[config.mk]
export PLATFORM = sky130hd
export DESIGN_NAME = page_replacement_oldest_unreferenced_core
export DESIGN_NICKNAME = d
export VERILOG_FILES = /design/src/sv/por_pkg.sv /design/src/sv/por_cell.sv /design/src/sv/por_ctrl.sv /design/src/sv/page_replacement_oldest_unreferenced_core.sv
export SDC_FILE = /design/constraint.sdc
export NUM_CORES = 2
export LEC_CHECK = 0
export ABC_AREA = 1
export BUFFER_PORTS_ARGS = -buffer_cell sky130_fd_sc_hd__buf_2
export CORE_UTILIZATION = 65
export DETAILED_ROUTE_END_ITERATION = 12
export PLACE_DENSITY = 0.81
export SYNTH_ARGS = -nofsm -noshare
export SYNTH_HDL_FRONTEND = slang
export SYNTH_SLANG_ARGS = --single-unit
[constraint.sdc]
create_clock -name clk -period 7.9 [get_ports clk]
set_clock_uncertainty 0.15 [all_clocks]
set_input_delay 1.58 -clock clk [delete_from_list [all_inputs] [get_ports clk]]
set_output_delay 1.58 -clock clk [all_outputs]
set_load 0.005 [all_outputs]
[src/sv/por_pkg.sv]
// Shared types and constants for the oldest-unreferenced page table.
// No dependencies; used by the cells, the controller, the top level and the checker.
package por_pkg;

	localparam int TAG_W      = 16;
	localparam int CNT_W      = 32;
	localparam int SLOT_W     = 8;   // enough for the largest table (256 entries)
	localparam int OUT_SLOT_W = 4;

	localparam logic [CNT_W-1:0] CNT_MAX = '1;

	// Controller states
	typedef enum logic {
		ST_IDLE,
		ST_WALK
	} state_t;

	// Broadcast commands from the controller to every cell
	typedef enum logic [1:0] {
		CMD_NONE,
		CMD_SET_REF,
		CMD_INSTALL,
		CMD_REPLACE
	} cmd_op_t;

	typedef struct packed {
		cmd_op_t           op;
		logic [SLOT_W-1:0] slot;
		logic [TAG_W-1:0]  tag;
		logic [CNT_W-1:0]  age;
		logic              wr;
	} cmd_t;

	// Search word handed from cell to cell
	typedef struct packed {
		logic              active;
		logic [TAG_W-1:0]  tag;
		logic              hit;
		logic [SLOT_W-1:0] hit_slot;
		logic              cand;
		logic [CNT_W-1:0]  best_time;
		logic [SLOT_W-1:0] best_slot;
	} token_t;

	// Saturating increment of a counter
	function automatic logic [CNT_W-1:0] sat_inc(input logic [CNT_W-1:0] v);
		return (v == CNT_MAX) ? v : v + CNT_W'(1);
	endfunction

endpackage

[src/sv/por_cell.sv]
// One table entry: tag, load time and status bits, plus its stage of the search chain.
// Depends on por_pkg.
module por_cell #(
	parameter int IDX = 0
) (
	input  logic            clk,
	input  logic            arst_n,
	input  por_pkg::token_t tok_in,
	input  por_pkg::cmd_t   cmd,
	output por_pkg::token_t tok_q
);

	logic [por_pkg::TAG_W-1:0] tag_q;
	logic [por_pkg::CNT_W-1:0] time_q;
	logic                      valid_q;
	logic                      mod_q;
	logic                      ref_q;
	logic                      sel;
	por_pkg::token_t           tok_d;

	assign sel = (cmd.slot == por_pkg::SLOT_W'(IDX));

	// Search step: first matching tag wins, oldest unreferenced entry is the candidate
	always_comb begin
		tok_d = tok_in;
		if (!tok_in.hit && (tag_q == tok_in.tag)) begin
			tok_d.hit      = 1'b1;
			tok_d.hit_slot = por_pkg::SLOT_W'(IDX);
		end
		if (!ref_q && (!tok_in.cand || (time_q < tok_in.best_time))) begin
			tok_d.cand      = 1'b1;
			tok_d.best_time = time_q;
			tok_d.best_slot = por_pkg::SLOT_W'(IDX);
		end
	end

	// Word handed to the next cell
	always_ff @(posedge clk or negedge arst_n) begin
		if (!arst_n) begin
			tok_q <= '0;
		end else begin
			tok_q <= tok_d;
		end
	end

	// Entry tag, load time and status bits
	always_ff @(posedge clk or negedge arst_n) begin
		if (!arst_n) begin
			valid_q <= 1'b0;
			mod_q   <= 1'b0;
			ref_q   <= 1'b0;
			tag_q   <= '0;
			time_q  <= '0;
		end else begin
			unique case (cmd.op)
				por_pkg::CMD_NONE: begin
				end
				por_pkg::CMD_SET_REF: begin
					if (sel) ref_q <= 1'b1;
				end
				por_pkg::CMD_INSTALL, por_pkg::CMD_REPLACE: begin
					// replace clears every reference bit, the new page keeps its own set
					if (cmd.op == por_pkg::CMD_REPLACE) ref_q <= sel;
					if (sel) begin
						tag_q   <= cmd.tag;
						time_q  <= cmd.age;
						valid_q <= 1'b1;
						mod_q   <= cmd.wr;
						ref_q   <= 1'b1;
					end
				end
				default: begin
				end
			endcase
		end
	end

endmodule

[src/sv/por_ctrl.sv]
// Controller: fill pointer, counters, search launch and the result word.
// Depends on por_pkg.
module por_ctrl #(
	parameter int ENTRIES = 16
) (
	input  logic                           clk,
	input  logic                           arst_n,
	input  logic                           start,
	input  logic [por_pkg::TAG_W-1:0]      page_address,
	input  logic                           is_write,
	input  por_pkg::token_t                tail,
	output por_pkg::token_t                launch,
	output por_pkg::cmd_t                  cmd,
	output logic                           busy,
	output logic                           done,
	output logic                           hit,
	output logic [por_pkg::OUT_SLOT_W-1:0] slot,
	output logic [por_pkg::CNT_W-1:0]      fault_count
);

	localparam int IW = $clog2(ENTRIES);

	por_pkg::state_t           state_q, state_d;
	logic [IW-1:0]             fill_q;
	logic                      full_q;
	logic [por_pkg::CNT_W-1:0] access_q;
	logic [por_pkg::CNT_W-1:0] fault_q;
	logic [por_pkg::TAG_W-1:0] tag_q;
	logic                      wr_q;
	logic [por_pkg::CNT_W-1:0] age_q;
	logic                      done_q;
	logic                      hit_q;
	logic [por_pkg::OUT_SLOT_W-1:0] slot_q;
	logic                      accept;
	logic                      fill_acc;
	logic                      walk_end;

	assign accept   = start && (state_q == por_pkg::ST_IDLE);
	assign fill_acc = accept && !full_q;
	assign walk_end = (state_q == por_pkg::ST_WALK) && tail.active;

	// Next state
	always_comb begin
		state_d = state_q;
		unique case (state_q)
			por_pkg::ST_IDLE: if (accept && full_q) state_d = por_pkg::ST_WALK;
			por_pkg::ST_WALK: if (tail.active) state_d = por_pkg::ST_IDLE;
			default:          state_d = por_pkg::ST_IDLE;
		endcase
	end

	// Outputs: busy flag, launch word and broadcast command
	always_comb begin
		busy = (state_q == por_pkg::ST_WALK);

		launch           = '0;
		launch.active    = accept && full_q;
		launch.tag       = page_address;

		cmd      = '0;
		cmd.op   = por_pkg::CMD_NONE;
		if (fill_acc) begin
			cmd.op   = por_pkg::CMD_INSTALL;
			cmd.slot = por_pkg::SLOT_W'(fill_q);
			cmd.tag  = page_address;
			cmd.age  = access_q;
			cmd.wr   = is_write;
		end else if (walk_end) begin
			cmd.tag  = tag_q;
			cmd.age  = age_q;
			cmd.wr   = wr_q;
			if (tail.hit) begin
				cmd.op   = por_pkg::CMD_SET_REF;
				cmd.slot = tail.hit_slot;
			end else begin
				cmd.op   = por_pkg::CMD_REPLACE;
				cmd.slot = tail.best_slot;
			end
		end
	end

	// Control registers and counters
	always_ff @(posedge clk or negedge arst_n) begin
		if (!arst_n) begin
			state_q  <= por_pkg::ST_IDLE;
			fill_q   <= '0;
			full_q   <= 1'b0;
			access_q <= '0;
			fault_q  <= '0;
			done_q   <= 1'b0;
		end else begin
			state_q <= state_d;
			done_q  <= fill_acc || walk_end;
			if (accept) access_q <= por_pkg::sat_inc(access_q);
			if (fill_acc || (walk_end && !tail.hit)) fault_q <= por_pkg::sat_inc(fault_q);
			if (fill_acc) begin
				fill_q <= fill_q + IW'(1);
				if (fill_q == IW'(ENTRIES - 1)) full_q <= 1'b1;
			end
		end
	end

	// Access word held for the walk, and the result word
	always_ff @(posedge clk) begin
		if (accept) begin
			tag_q <= page_address;
			wr_q  <= is_write;
			age_q <= access_q;
		end
		if (fill_acc || walk_end) begin
			hit_q  <= walk_end && tail.hit;
			slot_q <= cmd.slot[por_pkg::OUT_SLOT_W-1:0];
		end
	end

	assign done        = done_q;
	assign hit         = hit_q;
	assign slot        = slot_q;
	assign fault_count = fault_q;

endmodule

[src/sv/page_replacement_oldest_unreferenced_core.sv]
// Page table with not-recently-used replacement, oldest load time breaking ties.
// Timing: while the table fills, an access is taken with start and its result word appears
// with done in the next cycle; busy stays low. Once full, each access sends a search word
// down the row of ENTRIES cells, one cell per cycle, and busy stays high while the word
// travels; the result word is registered from the last cell's output. The result is
// shown with done for one cycle only: the receiver must take it then, there is no stall.
// Depends on por_pkg, por_cell and por_ctrl.
module page_replacement_oldest_unreferenced_core #(
	parameter int ENTRIES = 16
) (
	input  logic                           clk,
	input  logic                           arst_n,
	input  logic                           start,
	output logic                           busy,
	input  logic [por_pkg::TAG_W-1:0]      page_address,
	input  logic                           is_write,
	output logic                           done,
	output logic                           hit,
	output logic [por_pkg::OUT_SLOT_W-1:0] slot,
	output logic [por_pkg::CNT_W-1:0]      fault_count
);

	por_pkg::token_t launch;
	por_pkg::token_t chain [ENTRIES];
	por_pkg::cmd_t   cmd;

	// Control and counters
	por_ctrl #(
		.ENTRIES(ENTRIES)
	) u_ctrl (
		.clk         (clk),
		.arst_n      (arst_n),
		.start       (start),
		.page_address(page_address),
		.is_write    (is_write),
		.tail        (chain[ENTRIES-1]),
		.launch      (launch),
		.cmd         (cmd),
		.busy        (busy),
		.done        (done),
		.hit         (hit),
		.slot        (slot),
		.fault_count (fault_count)
	);

	// Row of entry cells, search word flows from cell 0 upwards
	for (genvar i = 0; i < ENTRIES; i++) begin : g_cell
		if (i == 0) begin : g_head
			por_cell #(.IDX(i)) u_cell (
				.clk   (clk),
				.arst_n(arst_n),
				.tok_in(launch),
				.cmd   (cmd),
				.tok_q (chain[i])
			);
		end else begin : g_body
			por_cell #(.IDX(i)) u_cell (
				.clk   (clk),
				.arst_n(arst_n),
				.tok_in(chain[i-1]),
				.cmd   (cmd),
				.tok_q (chain[i])
			);
		end
	end

endmodule

## Yosys cells after proc, flatten, opt, wreduce, memory -nomap -nowiden

Cells that the tools add are included.

| cells by class | value |
|---|---|
| bitwise operators | 3 |
| add/sub/neg operators | 3 |
| equal/unequal tests | 69 |
| mux-type cells | 87 |
| order comparisons | 15 |
| reduce and logical (&&, ||, !) cells | 138 |

Operators with widths:

| kind | count |
|---|---|
| $mux W41 | 15 |
| $lt A32 B32 Y1 | 15 |
| $eq A16 B16 Y1 | 16 |
| $mux W9 | 16 |
| $mux W59 | 2 |
| $add A32 B1 Y32 const B | 2 |
| $eq A32 B32 Y1 const B | 2 |
| $eq A8 B4 Y1 const B | 8 |
| $ne A3 B1 Y1 const B | 16 |
| $reduce_and A3 Y1 | 16 |
| $logic_not A1 Y1 | 47 |
| $reduce_and A2 Y1 | 19 |
| $logic_and A1 B1 Y1 | 36 |
| $mux W1 | 35 |
| $pmux W1 S2 | 17 |
| $eq A8 B3 Y1 const B | 4 |
| $ne A2 B1 Y1 const B | 16 |
| $logic_or A1 B1 Y1 | 17 |
| $eq A8 B2 Y1 const B | 2 |
| $mux W10 | 1 |
| $eq A8 B1 Y1 const B | 1 |
| $logic_not A8 Y1 | 1 |
| $mux W8 | 1 |
| $add A4 B1 Y4 const B | 1 |
| other kinds (6) | 9 |

| word-level totals | value |
|---|---|
| output and inout port bits | 39 |
| word-level logic and storage cells | 483 |
| input bits | 20 |
| bits in registers | 1,932 |

## Logic depth before layout (Yosys ltp)

| logic depth | value |
|---|---|
| word-level depth | 8 |
| gate-level depth with buffers | 17 |
| mapped depth without buffers | 16 |

## Hierarchy

Synthesis repeated with hierarchy kept, for this count alone.

| unflattened totals | value |
|---|---|
| cell total of the unflattened synthesis | 9,169 |
| area, all modules | 91,144.9 um2 |

By module, submodules not included:

| module | cells an instance | seq. area each (um2) | times used | area each (um2) |
|---|---|---|---|---|
| por_cell at g_cell[10].g_body.u_cell ... | 586 | 2,902.8 | 4 | 5,255.0 |
| por_cell at g_cell[11].g_body.u_cell ... | 483 | 2,902.8 | 4 | 5,176.2 |
| por_cell at g_cell[1].g_body.u_cell ... | 479 | 2,902.8 | 2 | 5,228.8 |
| por_cell at g_cell[4].g_body.u_cell ... | 480 | 2,902.8 | 2 | 5,196.2 |
| por_ctrl | 948 | 3,398.3 | 1 | 7,434.6 |
| por_cell at g_cell[0].g_head.u_cell | 478 | 2,902.8 | 1 | 5,439.0 |
| por_cell at g_cell[3].g_body.u_cell | 482 | 2,902.8 | 1 | 5,286.3 |
| por_cell at g_cell[12].g_body.u_cell | 584 | 2,902.8 | 1 | 5,226.3 |
| por_cell at g_cell[15].g_body.u_cell | 483 | 2,902.8 | 1 | 5,183.7 |

## Worst setup path before layout

No wires, ideal clock.

| timing | value |
|---|---|
| path type | input -> register |
| start point | input start |
| end point | register u_ctrl.access_q[15] in the netlist's numbering |
| stages on the path | 8 |
| required time | 7.671 ns |
| buffers on the path | 1 |
| setup time | 0.079 ns |
| slack | 4.036 ns |
| arrival | 3.635 ns |
| cells stage by stage | nand2_2 -> inv_1 -> nand2_1 -> inv_1 -> clkbuf_1 -> nand2_1 -> nor2_1 -> xor2_1 |

| between the ends | value |
|---|---|
| cells in the longest elaborated chain, start to end | 2 |

Ends and longest elaborated chain:

| item | line | text |
|---|---|---|
| from (decl) | page_replacement_oldest_unreferenced_core.sv:13 | `input logic start,` |
| $logic_and A1 B1 Y1 | por_ctrl.sv:38 | `assign accept = start && (state_q == por_pkg::ST_IDLE);` |
| named net u_ctrl.accept | por_ctrl.sv:34 | `logic accept;` |
| $reduce_and A2 Y1 (no source line) | - |  |
| to (signal assigned) | por_ctrl.sv:94 | `if (accept) access_q <= por_pkg::sat_inc(access_q);` |
| to (decl) | por_ctrl.sv:26 | `logic [por_pkg::CNT_W-1:0] access_q;` |

The timed path passes the listed nets, and every way through them passes these cells.
A chain may end at the register's enable or synchronous reset.

==> impl_metrics.json <==
{
  "slowest_delay_ns": 0.62,
  "setup_tns_ns": 0,
  "fin_crit_sh_pct": 52.6,
  "grt_pass1_vias": 62534,
  "clkTransAtPathRegs_ns": 0.06,
  "synth-seq-cells": 1773,
  "cap_violations": 0,
  "rsz0062_at_grt": "no",
  "synthTopCellsByCount": "nand2_1, dfrtp_1, inv_1",
  "syn_area_per_cell_um2": 8.89,
  "fin_crit_ns": 4.16,
  "ys.flop_type": "dfrtp_1",
  "drc_errors": 0,
  "gp_congestion": 0.877,
  "reg2reg_from": "u_ctrl.busy",
  "gr-total-overflow": 0,
  "drv_slew": 0,
  "synth-simple-area-share_pct": 20.6,
  "port_buffers": 57,
  "dieArea_um2": 125000,
  "post-dp-hpwl_mm": 128,
  "r2r_setup_slack_ns": 3.80,
  "clock-root-buffer": "clkbuf_16",
  "synth_top_family_by_area": "simple AND/OR/NAND/NOR gates",
  "critical_path_class": "in -> reg",
  "synth_compound_area_share_pct": 7.69,
  "start_util_pct": 65.9,
  "nets": 9471,
  "via_count": 61918,
  "min_path_cells": 0,
  "hold_viol_final": 0,
  "grt_pass1_wl_mm": 322,
  "yosys.area_share.xor_xnor_pct": 2.98,
  "wl_mm": 197,
  "numCtsBuffers": 175,
  "seq_area_frac_synth_pct": 55.4,
  "cpMostUsedCell": "nand2_1",
  "setup_viol": 0,
  "whs_ns": 0.194,
  "ys_async_sr_fraction_pct": 97.0,
  "yosysMostFrequentCell": "nand2_1",
  "synthAdderAreaFrac_pct": 7.26,
  "diodes": 0,
  "p_leak_nw": 46.6,
  "syn_inst": 9067,
  "critical_path_arrival_ns": 4.75,
  "die_h_um": 354,
  "hold_start": "g_cell[10].g_body.u_cell.tok_q[66]",
  "synth-edff-count": 53,
  "synth_top_area_share_pct": 53.4,
  "die_w_um": 354,
  "wl_per_cell_um": 18.4,
  "post-cts-setup-buffers": 0,
  "ios": 59,
  "syn_nets": 9555,
  "rows": 128,
  "gr-usage-all-layers_pct": 32.0,
  "critical_path.cell_chain": "buf_2, nand2_2, nor2_4, buf_4, nand2_1, nand2_1, nor2_2, nand2_1, nor2_4, buf_4, nand2_1, o21ai_1",
  "rr_worst_depth": 12,
  "synth-warning-count": 0,
  "netlist_area_um2": 80600,
  "hold_buffers": 0,
  "syn_to_final_growth_pct": 9.59,
  "coreArea_um2": 122000,
  "drt_iter0_drc": 5744,
  "cts_tree": "yes",
  "clk_latency_ns": 0.82,
  "grt_max_degree": 192,
  "post_cts_resized": 0,
  "cp-end-kind": "flop",
  "worstPathRequired_ns": 8.49,
  "hold-path-endpoint": "g_cell[11].g_body.u_cell.tok_q[66]",
  "vias_per_cell": 5.76,
  "cts_buffer_depth": 3,
  "ys_types": 47,
  "fmax_mhz": 240,
  "clock-sinks": 1773,
  "cp_slowest_cell": "buf_4",
  "tightest_slew_ns": 1.34,
  "critPathMaxFanout": 64,
  "powerDensity_nw_per_um2": 202,
  "dr.pass1.iters": 8,
  "status": "finished clean",
  "synth.mux.area_fraction_pct": 0,
  "drive_above_1_share_pct": 6.24,
  "synth_top_area_cell": "dfrtp_1",
  "ys_top_cells_by_area": "dfrtp_1, nand2_1, ha_1",
  "ant_nets": 0,
  "antenna_found_initial": 0,
  "hold_path.class": "reg -> reg",
  "worstSetupStartpointType": "primary input",
  "htreeDepth": 4,
  "maxSlewHeadroom_pct": 10.6,
  "r2r-end": "g_cell[3].g_body.u_cell.tag_q[2]",
  "peakVddDrop_v": 0.000235
}
-- critical path: cells and delay by family --
family / cells / cell delay, ns
simple gates: 8 / 1.96
buf+inv: 3 / 0.99
compound gates: 1 / 0.14
-- sequential cells by signal, summed over array words and instances (netlist names), 16 cells and up --
signal                       cells
u_ctrl.age_q                    32
g_cell.g_head.u_cell.time_q     32
g_cell.g_body.u_cell.time_q    480
g_cell.g_body.u_cell.tag_q     240
g_cell.g_head.u_cell.tag_q      16
u_ctrl.tag_q                    16
u_ctrl.access_q                 32
g_cell.g_body.u_cell.tok_q     814
g_cell.g_head.u_cell.tok_q      51
u_ctrl.fault_count              32
-- cell families (layout without fill, tap and decap cells) --
family | after synthesis | after routing
buffers and inverters | 1280 | 1341
adder cells (fa/ha/maj) | 468 | 468
AND/OR/NAND/NOR | 4093 | 4093
XOR/XNOR | 274 | 274
flip-flops | 1773 | 1773
AO/OA/AOI/OAI | 1179 | 1179
-- worst max path at each step --
stage                           start                                 end
after global routing      u_ctrl.busy  g_cell[0].g_head.u_cell.time_q[27]
after floorplan                 start                 u_ctrl.access_q[15]
after detailed placement        start   g_cell[3].g_body.u_cell.tag_q[10]
after CTS                       start  g_cell[0].g_head.u_cell.time_q[27]
after global placement          start    g_cell[3].g_body.u_cell.tag_q[7]
final                           start  g_cell[0].g_head.u_cell.time_q[27]
-- area by class of cell --
| type | instances | area (um^2) |
|---|---|---|
| fillers | 8418 | 34000 |
| multi-input cells | 6014 | 31300 |
| clock inverters | 69 | 787 |
| repair buffers | 175 | 1320 |
| well taps | 1625 | 2030 |
| clock buffers | 253 | 5090 |
| flip-flops and latches | 1773 | 44600 |
| inverters | 844 | 3180 |
-- layer usage --
metal | GRT usage (%) | wire length [um] | share of wire, %
met5 | 0 | 0 | 0
met4 | 15.0 | 8910 | 4.5
met3 | 5.51 | 14500 | 7.3
met2 | 53.5 | 96000 | 49
met1 | 40.9 | 78100 | 40
-- stage by stage --
| step | instances | total power [mW] | worst slack [ns] | utilization (%) | cell area (um^2) |
|---|---|---|---|---|---|
| 6_report | 10753 | 17.9 | 3.74 | 72.2 | 88400 |
| 5_1_grt | 10753 | 18.4 | 3.53 | 72.2 | 88400 |
| 4_1_cts | 10753 | 18.0 | 3.85 | 72.2 | 88400 |
| 3_5_place_dp | 10431 | 9.66 | 3.03 | 67.4 | 82500 |
| 3_3_place_gp | 10431 | 9.65 | 3.11 | 67.4 | 82500 |
| 2_1_floorplan | 9067 | 9.44 | 4.04 | - | 80600 |
-- cell usage in the layout (no fill, tap or decap), drive strengths merged, types with 15 or more instances in the layout --
| master | count |
|---|---|
| a21oi | 221 |
| o21ai | 880 |
| dfrtp | 1720 |
| nand3 | 567 |
| inv | 837 |
| a32o | 15 |
| xor2 | 95 |
| nand4 | 74 |
| or2 | 32 |
| xnor2 | 179 |
| clkinv | 61 |
| buf | 175 |
| nor3 | 61 |
| nor4 | 20 |
| nand2 | 3062 |
| clkbuf | 253 |
| edfxtp | 53 |
| ha | 468 |
| nor2 | 264 |
| o211ai | 15 |
-- where the power goes --
| group | internal, mW | switching (mW) | leakage (nW) |
|---|---|---|---|
| Sequential | 9.18 | 0.0487 | 23.1 |
| Clock | 4.81 | 3.58 | 2.90 |
| Combinational | 0.0576 | 0.198 | 20.5 |
Note: power is estimated with default switching activity, not from simulation.
